File: src/design/ccdp_pkg.sv
`default_nettype none
package ccdp_pkg;

    // Defaults for the top-level parameters
    localparam int SAMPLE_WIDTH_DEF = 16;
    localparam int ACC_WIDTH_DEF    = 48;

    // Product queue between front and back
    localparam int Q_DEPTH = 4;
    localparam int Q_PTR_W = $clog2(Q_DEPTH);
    localparam int Q_CNT_W = $clog2(Q_DEPTH + 1);

    // Queue status seen by the front (fill level) and the back (empty)
    typedef struct packed {
        logic               empty;
        logic [Q_CNT_W-1:0] count;
    } t_q_status;

endpackage
`default_nettype wire

File: src/design/ccdp_front.sv
`default_nettype none
module ccdp_front #(
    parameter int SAMPLE_WIDTH = ccdp_pkg::SAMPLE_WIDTH_DEF,
    parameter int PW           = 2 * SAMPLE_WIDTH,
    parameter int QW           = 4 * PW + 1
) (
    input  wire logic                           i_clk,
    input  wire logic                           i_rst_n,
    input  wire logic                           i_valid,
    output logic                                o_stall,
    input  wire logic signed [SAMPLE_WIDTH-1:0] i_x_re,
    input  wire logic signed [SAMPLE_WIDTH-1:0] i_x_im,
    input  wire logic signed [SAMPLE_WIDTH-1:0] i_y_re,
    input  wire logic signed [SAMPLE_WIDTH-1:0] i_y_im,
    input  wire logic                           i_last_pair,
    input  wire ccdp_pkg::t_q_status            i_q_status,
    output logic                                o_push,
    output logic [QW-1:0]                       o_push_data
);
    import ccdp_pkg::*;

    logic                 accept;
    logic signed [PW-1:0] p_rr, p_ii, p_ir, p_ri;
    logic                 r_pv;
    logic [QW-1:0]        r_prod;
    logic [Q_CNT_W:0]     occupancy;

    // Credit check: queued requests plus the one in the product register
    assign occupancy = {1'b0, i_q_status.count} + {{Q_CNT_W{1'b0}}, r_pv};
    assign o_stall   = (occupancy >= (Q_CNT_W+1)'(Q_DEPTH));
    assign accept    = i_valid & ~o_stall;

    // Exact products, x * conj(y)
    assign p_rr = i_x_re * i_y_re;
    assign p_ii = i_x_im * i_y_im;
    assign p_ir = i_x_im * i_y_re;
    assign p_ri = i_x_re * i_y_im;

    always_ff @(posedge i_clk) begin
        if (!i_rst_n) begin
            r_pv <= 1'b0;
        end else begin
            r_pv <= accept;
        end
    end

    always_ff @(posedge i_clk) begin
        if (accept) begin
            r_prod <= {i_last_pair, p_rr, p_ii, p_ir, p_ri};
        end
    end

    assign o_push      = r_pv;
    assign o_push_data = r_prod;

endmodule
`default_nettype wire

File: src/design/ccdp_fifo.sv
`default_nettype none
module ccdp_fifo #(
    parameter int QW = 4 * 2 * ccdp_pkg::SAMPLE_WIDTH_DEF + 1
) (
    input  wire logic               i_clk,
    input  wire logic               i_rst_n,
    input  wire logic               i_push,
    input  wire logic [QW-1:0]      i_push_data,
    input  wire logic               i_pop,
    output logic [QW-1:0]           o_head,
    output ccdp_pkg::t_q_status     o_status
);
    import ccdp_pkg::*;

    logic [QW-1:0]      r_mem [Q_DEPTH];
    logic [Q_PTR_W-1:0] r_wr, r_rd, n_wr, n_rd;
    logic [Q_CNT_W-1:0] r_count, n_count;
    logic               do_pop;

    // Front never pushes into a full queue (credit based)
    assign do_pop = i_pop & (r_count != '0);

    always_comb begin
        n_wr    = r_wr;
        n_rd    = r_rd;
        n_count = r_count;
        if (i_push) begin
            n_wr = (r_wr == Q_PTR_W'(Q_DEPTH - 1)) ? '0 : r_wr + 1'b1;
        end
        if (do_pop) begin
            n_rd = (r_rd == Q_PTR_W'(Q_DEPTH - 1)) ? '0 : r_rd + 1'b1;
        end
        case ({i_push, do_pop})
            2'b10:   n_count = r_count + 1'b1;
            2'b01:   n_count = r_count - 1'b1;
            default: n_count = r_count;
        endcase
    end

    always_ff @(posedge i_clk) begin
        if (!i_rst_n) begin
            r_wr    <= '0;
            r_rd    <= '0;
            r_count <= '0;
        end else begin
            r_wr    <= n_wr;
            r_rd    <= n_rd;
            r_count <= n_count;
        end
    end

    always_ff @(posedge i_clk) begin
        if (i_push) begin
            r_mem[r_wr] <= i_push_data;
        end
    end

    assign o_head         = r_mem[r_rd];
    assign o_status.empty = (r_count == '0);
    assign o_status.count = r_count;

endmodule
`default_nettype wire

File: src/design/ccdp_back.sv
`default_nettype none
module ccdp_back #(
    parameter int SAMPLE_WIDTH = ccdp_pkg::SAMPLE_WIDTH_DEF,
    parameter int ACC_WIDTH    = ccdp_pkg::ACC_WIDTH_DEF,
    parameter int PW           = 2 * SAMPLE_WIDTH,
    parameter int QW           = 4 * PW + 1
) (
    input  wire logic                  i_clk,
    input  wire logic                  i_rst_n,
    input  wire ccdp_pkg::t_q_status   i_q_status,
    input  wire logic [QW-1:0]         i_head,
    output logic                       o_pop,
    output logic                       o_valid,
    input  wire logic                  i_stall,
    output logic signed [ACC_WIDTH-1:0] o_sum_re,
    output logic signed [ACC_WIDTH-1:0] o_sum_im,
    output logic                       o_saturated
);
    import ccdp_pkg::*;

    localparam int SUM_W = ((ACC_WIDTH > PW) ? ACC_WIDTH : PW) + 2;

    logic                        last;
    logic [PW-1:0]               p_rr, p_ii, p_ir, p_ri;
    logic signed [SUM_W-1:0]     s_re, s_im;
    logic [ACC_WIDTH:0]          sat_re, sat_im;
    logic signed [ACC_WIDTH-1:0] r_acc_re, r_acc_im, n_acc_re, n_acc_im;
    logic                        r_clip, n_clip, clip_now;
    logic                        r_ov, n_ov;
    logic signed [ACC_WIDTH-1:0] r_sum_re, r_sum_im;
    logic                        r_sat;
    logic                        out_free;

    // {clip, value}: clamp an exact sum to ACC_WIDTH bits
    function automatic logic [ACC_WIDTH:0] saturate(input logic [SUM_W-1:0] s);
        logic [SUM_W-ACC_WIDTH:0] top;
        logic [ACC_WIDTH:0]       res;
        top = s[SUM_W-1:ACC_WIDTH-1];
        if ((&top) || !(|top)) begin
            res = {1'b0, s[ACC_WIDTH-1:0]};
        end else if (s[SUM_W-1]) begin
            res = {1'b1, 1'b1, {(ACC_WIDTH-1){1'b0}}};
        end else begin
            res = {1'b1, 1'b0, {(ACC_WIDTH-1){1'b1}}};
        end
        return res;
    endfunction

    assign {last, p_rr, p_ii, p_ir, p_ri} = i_head;

    assign s_re = {{(SUM_W-ACC_WIDTH){r_acc_re[ACC_WIDTH-1]}}, r_acc_re}
                + {{(SUM_W-PW){p_rr[PW-1]}}, p_rr}
                + {{(SUM_W-PW){p_ii[PW-1]}}, p_ii};
    assign s_im = {{(SUM_W-ACC_WIDTH){r_acc_im[ACC_WIDTH-1]}}, r_acc_im}
                + {{(SUM_W-PW){p_ir[PW-1]}}, p_ir}
                - {{(SUM_W-PW){p_ri[PW-1]}}, p_ri};

    assign sat_re   = saturate(s_re);
    assign sat_im   = saturate(s_im);
    assign clip_now = r_clip | sat_re[ACC_WIDTH] | sat_im[ACC_WIDTH];

    // A last request needs the result register free
    assign out_free = ~r_ov | ~i_stall;
    assign o_pop    = ~i_q_status.empty & (~last | out_free);

    always_comb begin
        n_acc_re = r_acc_re;
        n_acc_im = r_acc_im;
        n_clip   = r_clip;
        n_ov     = r_ov & i_stall;
        if (o_pop) begin
            if (last) begin
                n_acc_re = '0;
                n_acc_im = '0;
                n_clip   = 1'b0;
                n_ov     = 1'b1;
            end else begin
                n_acc_re = sat_re[ACC_WIDTH-1:0];
                n_acc_im = sat_im[ACC_WIDTH-1:0];
                n_clip   = clip_now;
            end
        end
    end

    always_ff @(posedge i_clk) begin
        if (!i_rst_n) begin
            r_acc_re <= '0;
            r_acc_im <= '0;
            r_clip   <= 1'b0;
            r_ov     <= 1'b0;
        end else begin
            r_acc_re <= n_acc_re;
            r_acc_im <= n_acc_im;
            r_clip   <= n_clip;
            r_ov     <= n_ov;
        end
    end

    always_ff @(posedge i_clk) begin
        if (o_pop && last) begin
            r_sum_re <= sat_re[ACC_WIDTH-1:0];
            r_sum_im <= sat_im[ACC_WIDTH-1:0];
            r_sat    <= clip_now;
        end
    end

    assign o_valid     = r_ov;
    assign o_sum_re    = r_sum_re;
    assign o_sum_im    = r_sum_im;
    assign o_saturated = r_sat;

endmodule
`default_nettype wire

File: src/design/complex_conj_dot_product_unit.sv
// Path: a last request passes the product register and the product queue, then
//   accumulates into the result register.
// Throughput: one request per cycle while results are taken; the single
//   add-and-clamp per accumulator and the 4-entry product queue set that figure.
// Reset: synchronous, active low; clears accumulators, clip flag, queue and valids.
`default_nettype none
module complex_conj_dot_product_unit #(
    parameter int SAMPLE_WIDTH = ccdp_pkg::SAMPLE_WIDTH_DEF,
    parameter int ACC_WIDTH    = ccdp_pkg::ACC_WIDTH_DEF
) (
    input  wire logic                           i_clk,
    input  wire logic                           i_rst_n,
    // request side
    input  wire logic                           i_valid,
    output logic                                o_stall,
    input  wire logic signed [SAMPLE_WIDTH-1:0] i_x_re,
    input  wire logic signed [SAMPLE_WIDTH-1:0] i_x_im,
    input  wire logic signed [SAMPLE_WIDTH-1:0] i_y_re,
    input  wire logic signed [SAMPLE_WIDTH-1:0] i_y_im,
    input  wire logic                           i_last_pair,
    // result side
    output logic                                o_valid,
    input  wire logic                           i_stall,
    output logic signed [ACC_WIDTH-1:0]         o_sum_re,
    output logic signed [ACC_WIDTH-1:0]         o_sum_im,
    output logic                                o_saturated
);
    import ccdp_pkg::*;

    // Queue entry: {last, xr*yr, xi*yi, xi*yr, xr*yi}
    localparam int PW = 2 * SAMPLE_WIDTH;
    localparam int QW = 4 * PW + 1;

    logic          push, pop;
    logic [QW-1:0] push_data, head;
    t_q_status     q_status;

    // Front: takes requests while the queue has credit and forms the four
    // exact products in one registered stage.
    ccdp_front #(
        .SAMPLE_WIDTH (SAMPLE_WIDTH),
        .PW           (PW),
        .QW           (QW)
    ) u_front (
        .i_clk       (i_clk),
        .i_rst_n     (i_rst_n),
        .i_valid     (i_valid),
        .o_stall     (o_stall),
        .i_x_re      (i_x_re),
        .i_x_im      (i_x_im),
        .i_y_re      (i_y_re),
        .i_y_im      (i_y_im),
        .i_last_pair (i_last_pair),
        .i_q_status  (q_status),
        .o_push      (push),
        .o_push_data (push_data)
    );

    // Short queue so a stalled result side does not block the front at once
    ccdp_fifo #(
        .QW (QW)
    ) u_fifo (
        .i_clk       (i_clk),
        .i_rst_n     (i_rst_n),
        .i_push      (push),
        .i_push_data (push_data),
        .i_pop       (pop),
        .o_head      (head),
        .o_status    (q_status)
    );

    // Back: saturating accumulate; a last request loads the result register
    // with the sums and the sticky clip flag, then clears the accumulators.
    ccdp_back #(
        .SAMPLE_WIDTH (SAMPLE_WIDTH),
        .ACC_WIDTH    (ACC_WIDTH),
        .PW           (PW),
        .QW           (QW)
    ) u_back (
        .i_clk       (i_clk),
        .i_rst_n     (i_rst_n),
        .i_q_status  (q_status),
        .i_head      (head),
        .o_pop       (pop),
        .o_valid     (o_valid),
        .i_stall     (i_stall),
        .o_sum_re    (o_sum_re),
        .o_sum_im    (o_sum_im),
        .o_saturated (o_saturated)
    );

endmodule
`default_nettype wire

File: config.mk
export PLATFORM = sky130hd
export DESIGN_NAME = complex_conj_dot_product_unit
export DESIGN_NICKNAME = d
export VERILOG_FILES = /design/src/design/ccdp_pkg.sv /design/src/design/ccdp_front.sv /design/src/design/ccdp_fifo.sv /design/src/design/ccdp_back.sv /design/src/design/complex_conj_dot_product_unit.sv
export SDC_FILE = /design/constraint.sdc
export NUM_CORES = 2
export LEC_CHECK = 0
export BUFFER_PORTS_ARGS = -buffer_cell sky130_fd_sc_hd__buf_2
export CAP_MARGIN = 25
export CORE_MARGIN = 5
export CORE_UTILIZATION = 53
export DETAILED_ROUTE_END_ITERATION = 10
export GPL_ROUTABILITY_DRIVEN = 1
export HOLD_SLACK_MARGIN = 0.15
export PLACE_DENSITY_LB_ADDON = 0.12
export SLEW_MARGIN = 30
export SYNTH_ARGS = -nofsm -noshare
export SYNTH_HDL_FRONTEND = slang
export SYNTH_SLANG_ARGS = --single-unit
File: constraint.sdc
create_clock -name i_clk -period 13.7 [get_ports i_clk]
set_input_delay 2.74 -clock i_clk [delete_from_list [all_inputs] [get_ports i_clk]]
set_output_delay 2.74 -clock i_clk [all_outputs]
set_load 0.05 [all_outputs]
==> reports/results.tsv <==
stage	metric	value	unit
placed_design	place.gp.congestion	0.900	
synthesis	synthCells	7333	
cells_and_area	synthToLayoutAreaGrowth	7.25	%
sta	tightest_slew	0.987	ns
synthesis	synth.distinct_cells	87	
setup_path	required	14.15	ns
min_path	whs_path_depth	2	
floorplanning	die_y	397	um
global_route	grt_usage	25.6	%
synthesis	ys_async_sr_fraction	0	%
cells_and_area	finalNonFillerCells	9429	
synthesis	ys.flop_type	edfxtp_1	
synthesis	synthMuxAreaShare	3.68	%
setup_path	slowest_delay	0.60	ns
synthesis	synth_compound_area_share	8.78	%
sta	fin_crit_sh	69.3	%
drt	route.vias.total	52800	
setup_path	arrival	9.94	ns
clock_network	h-tree-depth	3	
sta	layout_min_cycle_time	9.49	ns
setup_path	startpoint_type	input pin	
drt	ant_nets	0	
synthesis	synth_adder_area_share	34.9	%
setup_path	slowest_stage	a2111oi_0	
global_route	grt_pass1_vias	55800	
drt	avgViaCountPerCell	5.60	
cells_and_area	fin_util	57.0	%
placed_design	preCtsSetupSlack	3.65	ns
cells_and_area	fillers	12800	
setup_path	critPathTopFamily	adder cells	
synthesis	yosys_warnings	0	
clock_network	cts_buffer_depth	3	
drt	route.detailed.drc	0	
setup_path	crit_top_cell	fa_1	
synthesis	synth_area_leaders	edfxtp_1 (28%), fa_1 (27%), ha_1 (8.3%), inv_1 (6.2%), nand2_1 (3.8%)	
drt	first_iter_violations	3534	
clock_network	clock_sinks	850	
placed_design	portBuffers	167	
clock_network	cts_made_buffers	91	
min_path	hold_path_class	reg -> reg	
drt	wl_per_cell	20.9	um
clock_network	cts-resized-gates	0	
synthesis	yosysTopAreaCell	edfxtp_1	
global_route	gr-total-overflow	0	
drt	wl	197000	um
synthesis	synth.net_count	8983	
clock_network	cts-root-buf	clkbuf_16	
synthesis	synth-simple-area-share	10.7	%
floorplanning	std_cell_rows	142	
synthesis	synth_top_family_by_area	adder cells	
floorplanning	initial_utilization	53.2	%
cells_and_area	fin_nets	8983	
floorplanning	fp.dieW	397	um
synthesis	syn-cell-area	0.0794	mm2
floorplanning	ios	168	
clock_network	hold_buffers	0	
global_route	grt_pass1_wl	314000	um
sta	maxSlewHeadroom	34.1	%
clock_network	clk_latency	0.73	ns
clock_network	post_cts_buffers	0	
synthesis	syn-mean-instance-area	10.8	um2
setup_path	worstSetupPathType	in -> reg	
sta	final-max-slew-violation-count	0	
setup_path	path_depth	25	
sta	fmax	105	MHz
min_path	hold_path_end	u_back.r_acc_re[38]	
synthesis	synthXorXnorAreaFrac	3.45	%
synthesis	ys_ff_latch	850	
setup_path	r2r_setup_slack	4.28	ns
setup_path	endpoint_kind	flop	
sta	rsz0062_at_grt	false	
setup_path	reg2regPathDepth	29	
flow_run	max_cap_viol_count	0	
drt	first_pass_iters	6	
sta	setup_viol	0	
sta	fin_skew	0.0474	ns
global_route	antenna_found_initial	17	
sta	fin_setup_tns	0	ns
placed_design	place_inst	9255	
floorplanning	die-area	0.158	mm2
synthesis	synth_edf_count	742	
floorplanning	core_area	0.149	mm2
synthesis	ys_seq_area_share	30.8	%
clock_network	tritoncts	built	
setup_path	cp_num_buf_inv	7	
clock_network	path_clk_slew	0.06	ns
sta	setup_ws	4.21	ns
sta	hold_violations	0	
min_path	min_from	u_back.r_acc_re[38]	
placed_design	dpl.hpwl	147000	um
status	status	finished clean	
synthesis	yosysTopAreaCellShare	28.1	%
global_route	grt_max_degree	64	
cells_and_area	drive_above_1_share	7.18	%
setup_path	worst-path-max-fanout	17	
setup_path	r2r_end	u_back.r_acc_re[3]	
[worst max-delay path by stage]
| stage | start | end |
|---|---|---|
| CTS | flop | u_back.r_acc_re[7] |
| global route | flop | u_back.r_acc_re[43] |
| detailed placement | i_x_im[7] | u_front.o_push_data[62] |
| floorplan | i_y_im[1] | u_front.o_push_data[23] |
| finish | i_x_im[7] | u_front.o_push_data[62] |
| global placement | i_x_im[7] | u_front.o_push_data[62] |
[state kept, by name, indices dropped and copies added, names as in the netlist, named ones only]
signal               cells
u_front.o_push_data    129
u_front.o_push           1
u_back.o_sum_re         48
u_fifo.r_mem           516
u_fifo.r_rd              2
u_back.r_clip            1
u_fifo.r_wr              2
u_back.o_saturated       1
u_fifo.r_count           3
u_back.r_acc_re         48
u_back.o_valid           1
u_back.o_sum_im         48
u_back.r_acc_im         48
[worst min-delay path, stage by stage, from the launching register on]
cell and delay (ns):
dfxtp_1 0.31, nand2_1 0.05, o21ai_1 0.05
[kinds of logic (layout without fill, tap and decap cells)]
group           Yosys count  count (layout)
fa+ha+maj              1581            1581
simple gates           1771            1771
compound gates         1063            1063
xor+xnor                313             313
other cells               0               6
mux                     131             131
buf+inv                1624            1698
flops                   850             850
[cell usage after synthesis, types with 16 or more instances]
cell,instances
nor2b_1,33
buf_1,16
inv_1,1307
mux4_2,129
dfxtp_1,108
a21o_1,163
edfxtp_1,742
nand3_1,55
o21ai_0,210
and2_1,445
o31ai_1,16
nand4_1,31
buf_2,18
o21bai_1,47
nand2b_1,79
nor2_1,195
o21a_1,48
a31oi_1,28
nand2_1,803
ha_1,528
a311oi_1,22
o211ai_1,78
a211oi_1,30
or3_1,19
clkbuf_1,272
fa_1,1053
a21oi_1,295
nor3_1,53
xor2_1,101
xnor2_1,212
and3_1,29
[stage by stage]
| stage | area [um2] | hold slack, ns |
|---|---|---|
| 2_1_floorplan | 79400 | 0.431 |
| 3_3_place_gp | 82000 | 0.445 |
| 3_5_place_dp | 82000 | 0.452 |
| 4_1_cts | 85100 | 0.460 |
| 5_1_grt | 85200 | 0.485 |
| 6_report | 85200 | 0.456 |
[placed cells by master, fill, tap and decap left out, types with 55 or more instances in the layout]
cell,synthesis,layout
a21oi_1,295,295
a21o_1,163,163
inv_1,1307,1307
dfxtp_1,108,106
o211ai_1,78,78
xor2_1,101,101
o21ai_0,210,210
nand2_1,803,802
edfxtp_1,742,742
fa_1,1053,1053
clkbuf_16,0,92
buf_4,8,56
xnor2_1,212,211
nand2b_1,79,79
nor2_1,195,194
and2_1,445,439
nand3_1,55,55
mux4_2,129,129
ha_1,528,528
buf_2,18,167
[layout make-up]
class                      count  area, um2  share of cell area, %
multi-input combinational   4859      48900                   57.4
antenna                        6       15.0                 0.0176
clock buffer                 108       2370                   2.78
tap                         2016       2520                   2.96
timing repair buffer         224       1280                   1.51
clock inverter                59        762                  0.895
inverter                    1307       4910                   5.76
sequential                   850      24500                   28.7
[layer usage]
metal | track usage (%) | routed length, um | vias to the layer above
li1 | - | - | 24000
met1 | 36.6 | 88200 | 27000
met2 | 41.2 | 90600 | 1484
met3 | 3.86 | 12200 | 288
met4 | 6.87 | 5700 | 10
met5 | 0 | 69 | -
Power is left out: the tool's default activity adds up to more than one toggle a clock period on the data nets, which glitch-free logic cannot reach.
